## src/hdl/b64d_pkg.sv

```systemverilog
`timescale 1ns / 1ps
// Base64 decoder package: result kinds, decode modes, queue record type and
// the character-to-sextet lookup. No dependencies.
package b64d_pkg;

    // result kinds
    localparam logic [1:0] KIND_DATA = 2'd0;
    localparam logic [1:0] KIND_OK   = 2'd1;
    localparam logic [1:0] KIND_ERR  = 2'd2;

    // decode modes
    localparam logic [1:0] MODE_DECODING = 2'd0;
    localparam logic [1:0] MODE_STOPPED  = 2'd1;
    localparam logic [1:0] MODE_ERROR    = 2'd2;

    localparam logic [7:0] CHAR_END = 8'd0;
    localparam logic [7:0] CHAR_PAD = 8'd61;   // '='
    localparam logic [7:0] CHAR_PLUS  = 8'd43; // '+'
    localparam logic [7:0] CHAR_SLASH = 8'd47; // '/'

    localparam logic [5:0] SEXT_LOWER = 6'd26;
    localparam logic [5:0] SEXT_DIGIT = 6'd52;
    localparam logic [5:0] SEXT_PLUS  = 6'd62;
    localparam logic [5:0] SEXT_SLASH = 6'd63;

    localparam int Q_DEPTH = 4;
    localparam int Q_PTR_W = $clog2(Q_DEPTH);

    typedef struct packed {
        logic       ok;
        logic [5:0] val;
    } t_sextet;

    // one queued job: a decoded group or an end-of-string status
    typedef struct packed {
        logic [1:0]  kind;
        logic [23:0] word;
        logic [1:0]  nbytes;
    } t_rec;

    function automatic t_sextet sextet_of(input logic [7:0] ch);
        t_sextet r;
        r = '0;
        if (ch inside {["A":"Z"]}) begin
            r = '{ok: 1'b1, val: 6'(ch - 8'("A"))};
        end else if (ch inside {["a":"z"]}) begin
            r = '{ok: 1'b1, val: 6'(ch - 8'("a")) + SEXT_LOWER};
        end else if (ch inside {["0":"9"]}) begin
            r = '{ok: 1'b1, val: 6'(ch - 8'("0")) + SEXT_DIGIT};
        end else if (ch == CHAR_PLUS) begin
            r = '{ok: 1'b1, val: SEXT_PLUS};
        end else if (ch == CHAR_SLASH) begin
            r = '{ok: 1'b1, val: SEXT_SLASH};
        end
        return r;
    endfunction

endpackage

```

## src/hdl/b64d_if.sv

```systemverilog
`timescale 1ns / 1ps
// Valid/ready channel interfaces for the base64 decoder: character input
// and result output. No dependencies.
interface b64d_char_if;
    logic       valid;
    logic       ready;
    logic [7:0] char_in;

    modport source (output valid, output char_in, input ready);
    modport sink   (input valid, input char_in, output ready);
endinterface

interface b64d_res_if;
    logic        valid;
    logic        ready;
    logic [1:0]  kind;
    logic [7:0]  byte_out;
    logic [15:0] byte_count;
    logic        run_last;

    modport source (output valid, output kind, output byte_out, output byte_count,
                    output run_last, input ready);
    modport sink   (input valid, input kind, input byte_out, input byte_count,
                    input run_last, output ready);
endinterface

```

## src/hdl/base64_decoder.sv

```systemverilog
`timescale 1ns / 1ps
// Streaming base64 decoder top level. Depends on b64d_pkg, b64d_if,
// b64d_front, b64d_fifo and b64d_back.
//
// One character is taken per cycle; a character of 0 ends the string and
// yields one status result. Every fourth character of a valid group yields
// one to three data bytes. The front end classifies characters at full rate
// and posts finished groups to a four-entry queue; the back end drains
// the queue at one result per cycle, while the sink is ready, through
// a registered output. Input stalls only when that queue is full, which
// happens only while the sink holds off: no run of characters causes
// more results than it has characters, so with the sink always ready
// the queue never fills. Results pass the queue, then the output register.
module base64_decoder #(
    parameter int COUNT_BITS = 16
) (
    input  logic         i_clk,
    input  logic         i_rst_n,
    b64d_char_if.sink    i_char,
    b64d_res_if.source   o_res
);
    import b64d_pkg::*;

    logic full;
    logic push;
    t_rec rec;
    logic head_valid;
    t_rec head;
    logic pop;

    b64d_front u_front (
        .i_clk   (i_clk),
        .i_rst_n (i_rst_n),
        .i_valid (i_char.valid),
        .i_char  (i_char.char_in),
        .i_full  (full),
        .o_ready (i_char.ready),
        .o_push  (push),
        .o_rec   (rec)
    );

    b64d_fifo u_fifo (
        .i_clk        (i_clk),
        .i_rst_n      (i_rst_n),
        .i_push       (push),
        .i_rec        (rec),
        .i_pop        (pop),
        .o_full       (full),
        .o_head_valid (head_valid),
        .o_head       (head)
    );

    b64d_back #(
        .COUNT_BITS (COUNT_BITS)
    ) u_back (
        .i_clk        (i_clk),
        .i_rst_n      (i_rst_n),
        .i_head_valid (head_valid),
        .i_head       (head),
        .o_pop        (pop),
        .i_ready      (o_res.ready),
        .o_valid      (o_res.valid),
        .o_kind       (o_res.kind),
        .o_byte       (o_res.byte_out),
        .o_count      (o_res.byte_count),
        .o_last       (o_res.run_last)
    );

endmodule

```

## src/hdl/b64d_front.sv

```systemverilog
`timescale 1ns / 1ps
// Front end: takes one character per cycle unless the queue is full, tracks
// group state, pushes a record per closed group or terminator. Uses b64d_pkg.
module b64d_front (
    input  logic          i_clk,
    input  logic          i_rst_n,
    input  logic          i_valid,
    input  logic [7:0]    i_char,
    input  logic          i_full,
    output logic          o_ready,
    output logic          o_push,
    output b64d_pkg::t_rec o_rec
);
    import b64d_pkg::*;

    logic [1:0]  r_pos,  n_pos;
    logic [17:0] r_bits, n_bits;
    logic [2:0]  r_pad,  n_pad;
    logic [1:0]  r_mode, n_mode;

    t_sextet     sx;
    logic        accept;
    logic        is_pad;
    logic [5:0]  v6;
    logic [2:0]  pad_next;

    assign o_ready = !i_full;
    assign accept  = i_valid && !i_full;
    assign sx      = sextet_of(i_char);
    assign is_pad  = (i_char == CHAR_PAD);
    assign v6      = is_pad ? 6'd0 : sx.val;
    assign pad_next = is_pad ? r_pad + 3'd1 : r_pad;

    // character classification and group update
    always_comb begin
        n_pos  = r_pos;
        n_bits = r_bits;
        n_pad  = r_pad;
        n_mode = r_mode;
        o_push = 1'b0;
        o_rec  = '0;
        if (accept) begin
            if (i_char == CHAR_END) begin
                o_push     = 1'b1;
                o_rec.kind = ((r_mode == MODE_ERROR) ||
                              (r_mode == MODE_DECODING && r_pos != 2'd0)) ? KIND_ERR
                                                                          : KIND_OK;
                n_pos  = '0;
                n_bits = '0;
                n_pad  = '0;
                n_mode = MODE_DECODING;
            end else if (r_mode == MODE_DECODING) begin
                if (r_pos == 2'd0 && !sx.ok && !is_pad) begin
                    n_mode = MODE_STOPPED;
                end else if (!is_pad && (r_pad != 3'd0 || !sx.ok)) begin
                    n_mode = MODE_ERROR;
                end else if (r_pos != 2'd3) begin
                    n_bits = {r_bits[11:0], v6};
                    n_pos  = r_pos + 2'd1;
                    n_pad  = pad_next;
                end else if (pad_next > 3'd2) begin
                    n_pad  = pad_next;
                    n_mode = MODE_ERROR;
                end else begin
                    // group closes: three bytes less one per pad
                    o_push       = 1'b1;
                    o_rec.kind   = KIND_DATA;
                    o_rec.word   = {r_bits, v6};
                    o_rec.nbytes = 2'd3 - pad_next[1:0];
                    n_pos  = '0;
                    n_bits = '0;
                    n_pad  = '0;
                end
            end
        end
    end

    always_ff @(posedge i_clk) begin
        if (!i_rst_n) begin
            r_pos  <= '0;
            r_bits <= '0;
            r_pad  <= '0;
            r_mode <= MODE_DECODING;
        end else begin
            r_pos  <= n_pos;
            r_bits <= n_bits;
            r_pad  <= n_pad;
            r_mode <= n_mode;
        end
    end

endmodule

```

## src/hdl/b64d_fifo.sv

```systemverilog
`timescale 1ns / 1ps
// Short record queue between front and back ends.
// Depends on b64d_pkg.
module b64d_fifo (
    input  logic           i_clk,
    input  logic           i_rst_n,
    input  logic           i_push,
    input  b64d_pkg::t_rec i_rec,
    input  logic           i_pop,
    output logic           o_full,
    output logic           o_head_valid,
    output b64d_pkg::t_rec o_head
);
    import b64d_pkg::*;

    t_rec                r_mem [Q_DEPTH];
    logic [Q_PTR_W-1:0]  r_wr, r_rd;
    logic [Q_PTR_W:0]    r_cnt;
    logic                do_pop;

    assign o_full       = (r_cnt == (Q_PTR_W+1)'(Q_DEPTH));
    assign o_head_valid = (r_cnt != '0);
    assign o_head       = r_mem[r_rd];
    assign do_pop       = i_pop && o_head_valid;

    // storage
    always_ff @(posedge i_clk) begin
        if (i_push) begin
            r_mem[r_wr] <= i_rec;
        end
    end

    // pointers and fill count
    always_ff @(posedge i_clk) begin
        if (!i_rst_n) begin
            r_wr  <= '0;
            r_rd  <= '0;
            r_cnt <= '0;
        end else begin
            if (i_push) r_wr <= r_wr + 1'b1;
            if (do_pop) r_rd <= r_rd + 1'b1;
            r_cnt <= r_cnt + (Q_PTR_W+1)'(i_push) - (Q_PTR_W+1)'(do_pop);
        end
    end

    a_no_overflow: assert property (@(posedge i_clk) disable iff (!i_rst_n)
        o_full |-> !i_push) else $error("queue push while full");
    a_cnt_bound: assert property (@(posedge i_clk) disable iff (!i_rst_n)
        r_cnt <= (Q_PTR_W+1)'(Q_DEPTH)) else $error("queue count out of range");

endmodule

```

## src/hdl/b64d_back.sv

```systemverilog
`timescale 1ns / 1ps
// Back end: one result per cycle unless the sink stalls, from queued records
// into an output register; keeps the saturating byte count. Uses b64d_pkg.
module b64d_back #(
    parameter int COUNT_BITS = 16
) (
    input  logic           i_clk,
    input  logic           i_rst_n,
    input  logic           i_head_valid,
    input  b64d_pkg::t_rec i_head,
    output logic           o_pop,
    input  logic           i_ready,
    output logic           o_valid,
    output logic [1:0]     o_kind,
    output logic [7:0]     o_byte,
    output logic [15:0]    o_count,
    output logic           o_last
);
    import b64d_pkg::*;

    logic                  r_valid;
    logic [1:0]            r_kind;
    logic [7:0]            r_byte;
    logic [15:0]           r_cnt_out;
    logic                  r_last;
    logic [1:0]            r_idx;
    logic [COUNT_BITS-1:0] r_count;

    logic                  load;
    logic                  is_data;
    logic                  last_byte;
    logic [COUNT_BITS-1:0] cnt_inc;
    logic [7:0]            sel_byte;

    assign load      = i_head_valid && (!r_valid || i_ready);
    assign is_data   = (i_head.kind == KIND_DATA);
    assign last_byte = (r_idx == i_head.nbytes - 2'd1);
    assign cnt_inc   = (r_count == '1) ? r_count : r_count + 1'b1;
    assign o_pop     = load && (!is_data || last_byte);

    // byte select within the 24-bit group
    always_comb begin
        case (r_idx)
            2'd0:    sel_byte = i_head.word[23:16];
            2'd1:    sel_byte = i_head.word[15:8];
            default: sel_byte = i_head.word[7:0];
        endcase
    end

    // output register
    always_ff @(posedge i_clk) begin
        if (load) begin
            r_kind    <= i_head.kind;
            r_byte    <= is_data ? sel_byte : 8'd0;
            r_cnt_out <= is_data ? 16'(cnt_inc) : 16'(r_count);
            r_last    <= !is_data || last_byte;
        end
    end

    // control: output valid, byte index, running count
    always_ff @(posedge i_clk) begin
        if (!i_rst_n) begin
            r_valid <= 1'b0;
            r_idx   <= '0;
            r_count <= '0;
        end else begin
            if (load) begin
                r_valid <= 1'b1;
                if (is_data) begin
                    r_count <= cnt_inc;
                    r_idx   <= last_byte ? 2'd0 : r_idx + 2'd1;
                end else begin
                    r_count <= '0;
                    r_idx   <= '0;
                end
            end else if (i_ready) begin
                r_valid <= 1'b0;
            end
        end
    end

    assign o_valid = r_valid;
    assign o_kind  = r_kind;
    assign o_byte  = r_byte;
    assign o_count = r_cnt_out;
    assign o_last  = r_last;

    a_status_last: assert property (@(posedge i_clk) disable iff (!i_rst_n)
        (r_valid && r_kind != KIND_DATA) |-> r_last) else $error("status not last");
    a_count_clear: assert property (@(posedge i_clk) disable iff (!i_rst_n)
        (load && !is_data) |=> (r_count == '0)) else $error("count not cleared");

endmodule

```

## src/flat_wrapper.sv

```systemverilog
// flat-port wrapper written by rule: the top's interface ports become plain ports
module base64_decoder_flat import b64d_pkg::*;
#(
    parameter int COUNT_BITS = 16
)
  (i_clk, i_rst_n, i_char_valid, i_char_char_in, i_char_ready, o_res_valid, o_res_kind, o_res_byte_out, o_res_byte_count, o_res_run_last, o_res_ready);
  b64d_char_if i_char_i ();
  b64d_res_if o_res_i ();
  input  logic i_clk;
  input  logic i_rst_n;
  input wire logic [$bits(i_char_i.valid)-1:0] i_char_valid;
  input wire logic [$bits(i_char_i.char_in)-1:0] i_char_char_in;
  output wire logic [$bits(i_char_i.ready)-1:0] i_char_ready;
  output wire logic [$bits(o_res_i.valid)-1:0] o_res_valid;
  output wire logic [$bits(o_res_i.kind)-1:0] o_res_kind;
  output wire logic [$bits(o_res_i.byte_out)-1:0] o_res_byte_out;
  output wire logic [$bits(o_res_i.byte_count)-1:0] o_res_byte_count;
  output wire logic [$bits(o_res_i.run_last)-1:0] o_res_run_last;
  input wire logic [$bits(o_res_i.ready)-1:0] o_res_ready;
  assign i_char_i.valid = i_char_valid;
  assign i_char_i.char_in = i_char_char_in;
  assign i_char_ready = i_char_i.ready;
  assign o_res_valid = o_res_i.valid;
  assign o_res_kind = o_res_i.kind;
  assign o_res_byte_out = o_res_i.byte_out;
  assign o_res_byte_count = o_res_i.byte_count;
  assign o_res_run_last = o_res_i.run_last;
  assign o_res_i.ready = o_res_ready;
  base64_decoder #(.COUNT_BITS(COUNT_BITS)) u_core (.i_clk(i_clk), .i_rst_n(i_rst_n), .i_char(i_char_i), .o_res(o_res_i));
endmodule
```

## config.mk

```make
export PLATFORM = sky130hd
export DESIGN_NAME = base64_decoder_flat
export DESIGN_NICKNAME = d
export VERILOG_FILES = /design/src/hdl/b64d_pkg.sv /design/src/hdl/b64d_if.sv /design/src/hdl/base64_decoder.sv /design/src/hdl/b64d_front.sv /design/src/hdl/b64d_fifo.sv /design/src/hdl/b64d_back.sv /design/src/flat_wrapper.sv
export SDC_FILE = /design/constraint.sdc
export NUM_CORES = 1
export LEC_CHECK = 0
export BUFFER_PORTS_ARGS = -buffer_cell sky130_fd_sc_hd__buf_2
export CAP_MARGIN = 15
export CORE_MARGIN = 4
export CORE_UTILIZATION = 66
export DETAILED_ROUTE_END_ITERATION = 10
export GPL_TIMING_DRIVEN = 0
export PLACE_DENSITY_LB_ADDON = 0.3
export SYNTH_ARGS = -nofsm -noshare
export SYNTH_HDL_FRONTEND = slang
export SYNTH_SLANG_ARGS = --single-unit
```

## constraint.sdc

```tcl
create_clock -name i_clk -period 11.05 [get_ports i_clk]
set_input_delay 0.5525 -clock i_clk [delete_from_list [all_inputs] [get_ports i_clk]]
set_output_delay 0.5525 -clock i_clk [all_outputs]
set_load 0.01 [all_outputs]
```

Word level (Yosys, flattened, before mapping):

Memories as Yosys holds them, arrays and structs flattened. A register that Yosys moved wholly into a read port is not among the register bits.
Index checks and enable logic that the tools add are counted.

* eq/ne operators: 13
* reduce and logical (&&, ||, !) cells: 34
* mux-type cells: 59
* add/sub/neg operators: 15
* $lt $le $gt $ge: 7

Operators with widths (count)
* $mux 26: 6
* $mux 18: 6
* $mux 16: 3
* $mux 2: 18
* $mux 7: 5
* $mux 28: 1
* $eq 8x6->1 const B: 3
* $mux 3: 7
* $add 16x1->16 const B: 1
* $eq 16x16->1 const B: 1
* $ge 8x7->1 const B: 2
* $le 8x7->1 const B: 2
* $pmux 8 s2: 1
* $sub 6x6->6 const B: 2
* $logic_and 1x1->1: 11
* $mux 1: 11
* $add 2x1->2 const B: 4
* $ge 8x6->1 const B: 1
* $le 8x6->1 const B: 1
* $logic_not 2->1: 4
* $logic_not 8->1: 1
* $reduce_and 4->1: 2
* $add 6x5->6 const B: 1
* $add 6x6->6 const B: 1
* other kinds (21): 33

* memories kept: 1
* bits in registers: 78
* word-level logic and storage cells: 143
* output and inout port bits: 29
* memory bits (writable): 112
* input bits: 12

Memories
* u_core.u_fifo.r_mem: words 4, bits a word 28, read ports 1, clocked after memory_dff 1, wr ports 1, line b64d_fifo.sv:16 `t_rec r_mem [Q_DEPTH];`

Logic depth before layout (Yosys ltp):

* word-level depth: 16
* mapped depth: 16
* mapped depth without buffers: 14

Cells and area by module:

Synthesis repeated with hierarchy kept, for this count alone.

* cell total of the unflattened synthesis: 712
* area, all modules: 9153.8 µm²

By module, submodules not included
* b64d_fifo: cells each 191, area each 4565.6 µm², times used 1, sequential area each 3543.4 µm²
* b64d_back: cells each 246, area each 2443.6 µm², times used 1, sequential area each 1191.1 µm²
* b64d_front: cells each 275, area each 2144.6 µm², times used 1, sequential area each 500.5 µm²

Least setup slack after synthesis:

Ideal clock, no wire load.

* path kind: input port to flip-flop
* from: in i_char_char_in[2]
* to: mem u_core.u_fifo.r_mem[0][0] (netlist bit), enable pin
* required time: 10.634 ns
* arrival time: 3.732 ns
* cell stages on the path: 10
* setup time: 0.416 ns
* slack: 6.902 ns
* path buffers: 2
* path through: clkbuf_1 -> inv_1 -> ha_1 -> clkbuf_1 -> a21o_1 -> a311oi_2 -> nand2_1 -> a311oi_2 -> nor2_1 -> nor2b_1

* cells in the longest elaborated chain, start to end: 16
* elaborated cells between the ends (all ways): 35
* those cells by class: order compare: 7; eq/ne: 3; mux: 15; reduce/logical: 10

RTL lines
* start, declared: line flat_wrapper.sv:12 `input wire logic [$bits(i_char_i.char_in)-1:0] i_char_char_in;`
* branches (longest 12 deep; another with $ge 8x6->1)
* $mux 1 (*): line b64d_front.sv:43 `if (i_char == CHAR_END) begin`
* $mux 1 (*): line b64d_front.sv:42 `if (accept) begin`
* $mux 1 (*): line b64d_fifo.sv:28 `if (i_push) begin`
* $mux 1 (not written as such) (*): line b64d_fifo.sv:29 `r_mem[r_wr] <= i_rec;`
* end, declared: line b64d_fifo.sv:16

Mark *: on every way between the ends.

Worst setup path in the final report:

* from: in i_char_char_in[2]
* to: reg u_core.u_fifo.r_cnt[2]

* cells in the longest elaborated chain, start to end: 16
* elaborated cells between the ends (all ways): 35
* those cells by class: add/sub: 2; order compare: 7; eq/ne: 3; mux: 13; reduce/logical: 10

RTL lines
* branches (longest 12 deep; another with $ge 8x6->1)
* $mux 1 (*): line b64d_front.sv:43
* $mux 1 (*): line b64d_front.sv:42
* net u_core.push: line base64_decoder.sv:25 `logic push;`
* $add 3x1->3 (*): line b64d_fifo.sv:42 `r_cnt <= r_cnt + (Q_PTR_W+1)'(i_push) - (Q_PTR_W+1)'(do_pop);`
* $sub 3x1->3 (*): line b64d_fifo.sv:42
* end signal, assigned: line b64d_fifo.sv:42
* end, declared: line b64d_fifo.sv:18 `logic [Q_PTR_W:0] r_cnt;`

Mark *: on every way through the listed nets, which the timed path passes.
A chain may end at the register's enable or synchronous reset.

==> out/results.ini <==
[setup_path]
worstSetupEndpointType=flip-flop
crit_family=compound AO/OA/AOI/OAI gates
worstPathArrival_ns=4.29
cp_cell_sequence=buf_2 > clkbuf_1 > inv_1 > ha_1 > clkbuf_1 > a21o_1 > a311oi_2 > nand2_1 > a311oi_2 > nor2_1 > inv_1 > ha_1 > inv_1 > fa_1 > xor2_1 > xnor2_1 > nor2_1
cpPeakStageDelay_ns=0.54
crit_type=input pin to flip-flop
critPathLaunchType=input pin
crit_buf_inv=6
crit_required_ns=11.34
cp_max_fo=9
slowest_stage=a311oi_2
critPathLaunch=i_char_char_in[2]
cpMostUsedCell=inv_1

[global_routing]
grt_max_degree=36
antenna_found_initial=0
grt_pass1_vias=6107
track_usage_pct=28.43
grt_overflow_total=0
grt_pass1_wl_um=32460

[floorplan]
fp.coreArea_um2=13240
die_h_um=124.1
placementRows=42
num_io_pins=41
initial_core_util_pct=67.21
dieArea_um2=15410
chipWidth_um=124.1

[routing]
via_per_inst=6.565
firstDrtPassIters=7
detail_route.wl_per_cell_um=21.91
final_antenna_net_count=0
routed.top_layer=met4
drt_iter0_markers=835
wl_met3_um=1629
met2WireLength_um=10500
route.detailed.drc=0
via_count=6243
wl_met1_um=7974
routed_wl_um=20840

[finish]
fin_nets=798
ff_latch_area_um2=5235
multiInputGateArea_um2=3430
area_growth_pct=11.70
num-fill-cells=847
diodes=0
drive_gt1_share_pct=16.77

[logic_synthesis]
synth-main-ff-cell=edfxtp_1
synth_common_cells=139 x edfxtp_1, 76 x nand2_1, 53 x dfxtp_1
synth_edf_count=139
yosys_warnings=0
synthTopCellsByArea=edfxtp_1 47%, dfxtp_1 12%, mux4_2 6.6%, ha_1 3.2%, nand2_1 3.2%
yosys.cell_types.count=74
synth_top_area_share_pct=46.89
synth_fp_nets=740
seq_area_frac_synth_pct=58.81
ys_ff_latch=192
synth_largest_area_cell=edfxtp_1
synth_cells=704
synth_area_um2=8901
syn_avg_cell_area_um2=12.64
yosys.cell_count.top_type=edfxtp_1
async_reset_ff_share_pct=0

[worst_hold_path]
worstHoldStart=o_res_ready
hold_path.class=input pin to flip-flop

[power]
power_density_nw_per_um2=204.6
power_uw=2034
peakVddDrop_v=0.0001266
p_leak_uw=0.003563

[sta]
slew_violations=0
fin_crit_sh_pct=36.23
fmax_mhz=249.8
fin_worst_skew_ns=0.01031
grt_setup_unrepaired=no
tns_ns=0
setup_violations=0
relSlewSlack_pct=34.89
worstMarginPinSlew_ns=0.9746
layout_setup_ws_ns=7.047
fin_crit_ns=4.003
finalHoldViolCount=0

[cts]
hold_buffers=0
cts_tree=built
h-tree-depth=4
ctsRootBufferMaster=clkbuf_16
clk_pin_slew_ns=0.07
cts_resized=0
numCtsBuffers=17
clk_latency_ns=0.42
post-cts-setup-buffers=0
cts_sinks=192
clock_path_buffers=2

[status]
outcome=finished, final reports clean

[placed_design]
dp_hpwl_um=13500
place_ws_ns=6.586
port-buffer-count=38
gp_congestion=0.9265

[run]
maxCapViolCount=0

==> tightest hold or removal path: stages <==
cell	delay, ns
buf_2	0.07
inv_1	0.04
nand2_1	0.05
a21oi_1	0.06
==> final timing paths <==
path,end,cells past startpoint,slack [ns]
max,u_core.u_fifo.r_cnt[2],17,7.05
min,u_core.u_back.o_valid,4,0.40
max reg2reg,u_core.u_fifo.r_cnt[2],13,7.46
min reg2reg,u_core.u_back.r_idx[0],2,0.48
==> final cells by class <==
type	count	area share (%)
sequential	192	52.66
multi-input combinational	449	34.50
clock buffer	20	4.392
tap	176	2.215
timing repair buffer	39	2.190
buffer	34	1.586
clock inverter	12	1.372
inverter	29	1.095
==> sequential cells by signal, summed over array words and instances, names as in the netlist, named ones only <==
name	cells
u_core.u_fifo.r_mem	112
u_core.u_front.r_pad	3
u_core.u_back.r_idx	2
u_core.u_front.r_pos	2
u_core.u_fifo.r_cnt	3
u_core.u_back.o_valid	1
u_core.u_front.r_bits	18
u_core.u_front.r_mode	2
u_core.u_back.o_last	1
u_core.u_fifo.r_wr	2
u_core.u_fifo.r_rd	2
u_core.u_back.o_count	16
u_core.u_back.o_byte	8
u_core.u_back.r_count	16
u_core.u_back.o_kind	2
==> stage by stage <==
stage / cell area [um2] / cells / hold slack [ns] / utilization [%]
after CTS: 9915 / 950 / 0.3987 / 74.87
after detailed placement: 9341 / 918 / 0.4666 / 70.54
after global placement: 9311 / 918 / 0.4408 / 70.31
final: 9942 / 951 / 0.4039 / 75.08
after global routing: 9942 / 951 / 0.4259 / 75.08
after floorplan: 8901 / 704 / 0.4301 / -
==> metal layers <==
layer / global-route usage, % / up-vias
li1: - / 2759
met1: 35.83 / 3016
met2: 48.31 / 387
met3: 5.540 / 81
met4: 11.98 / 0
met5: 0 / -
==> logic make-up (layout without fill, tap and decap cells) <==
family                   Yosys count  in the layout  share of synthesized area, %
flip-flops                       192            192                         58.81
AO/OA/AOI/OAI                    118            118                         9.222
buffers and inverters             63            134                         2.994
XOR/XNOR                          22             22                         2.165
adder cells (fa/ha/maj)           24             24                         3.458
AND/OR/NAND/NOR                  233            233                         13.42
multiplexers                      52             52                         9.924
==> cell usage in the layout, fill, tap and decap left out, types with 25 or more instances in the layout <==
| cell | n |
|---|---|
| edfxtp_1 | 139 |
| nand2_1 | 76 |
| dfxtp_1 | 53 |
| buf_2 | 44 |
| nor2_1 | 42 |
| a21oi_1 | 36 |
| inv_1 | 28 |
| mux4_2 | 26 |
| and2_1 | 25 |
==> where the power goes <==
part / total [uW] / internal (uW) / switching [uW]
sequential: 876 / 849 / 26.9
clock: 597 / 336 / 261
combinational: 561 / 234 / 327
total: 2030 / 1420 / 615
Power figures use the tool's default switching activity.
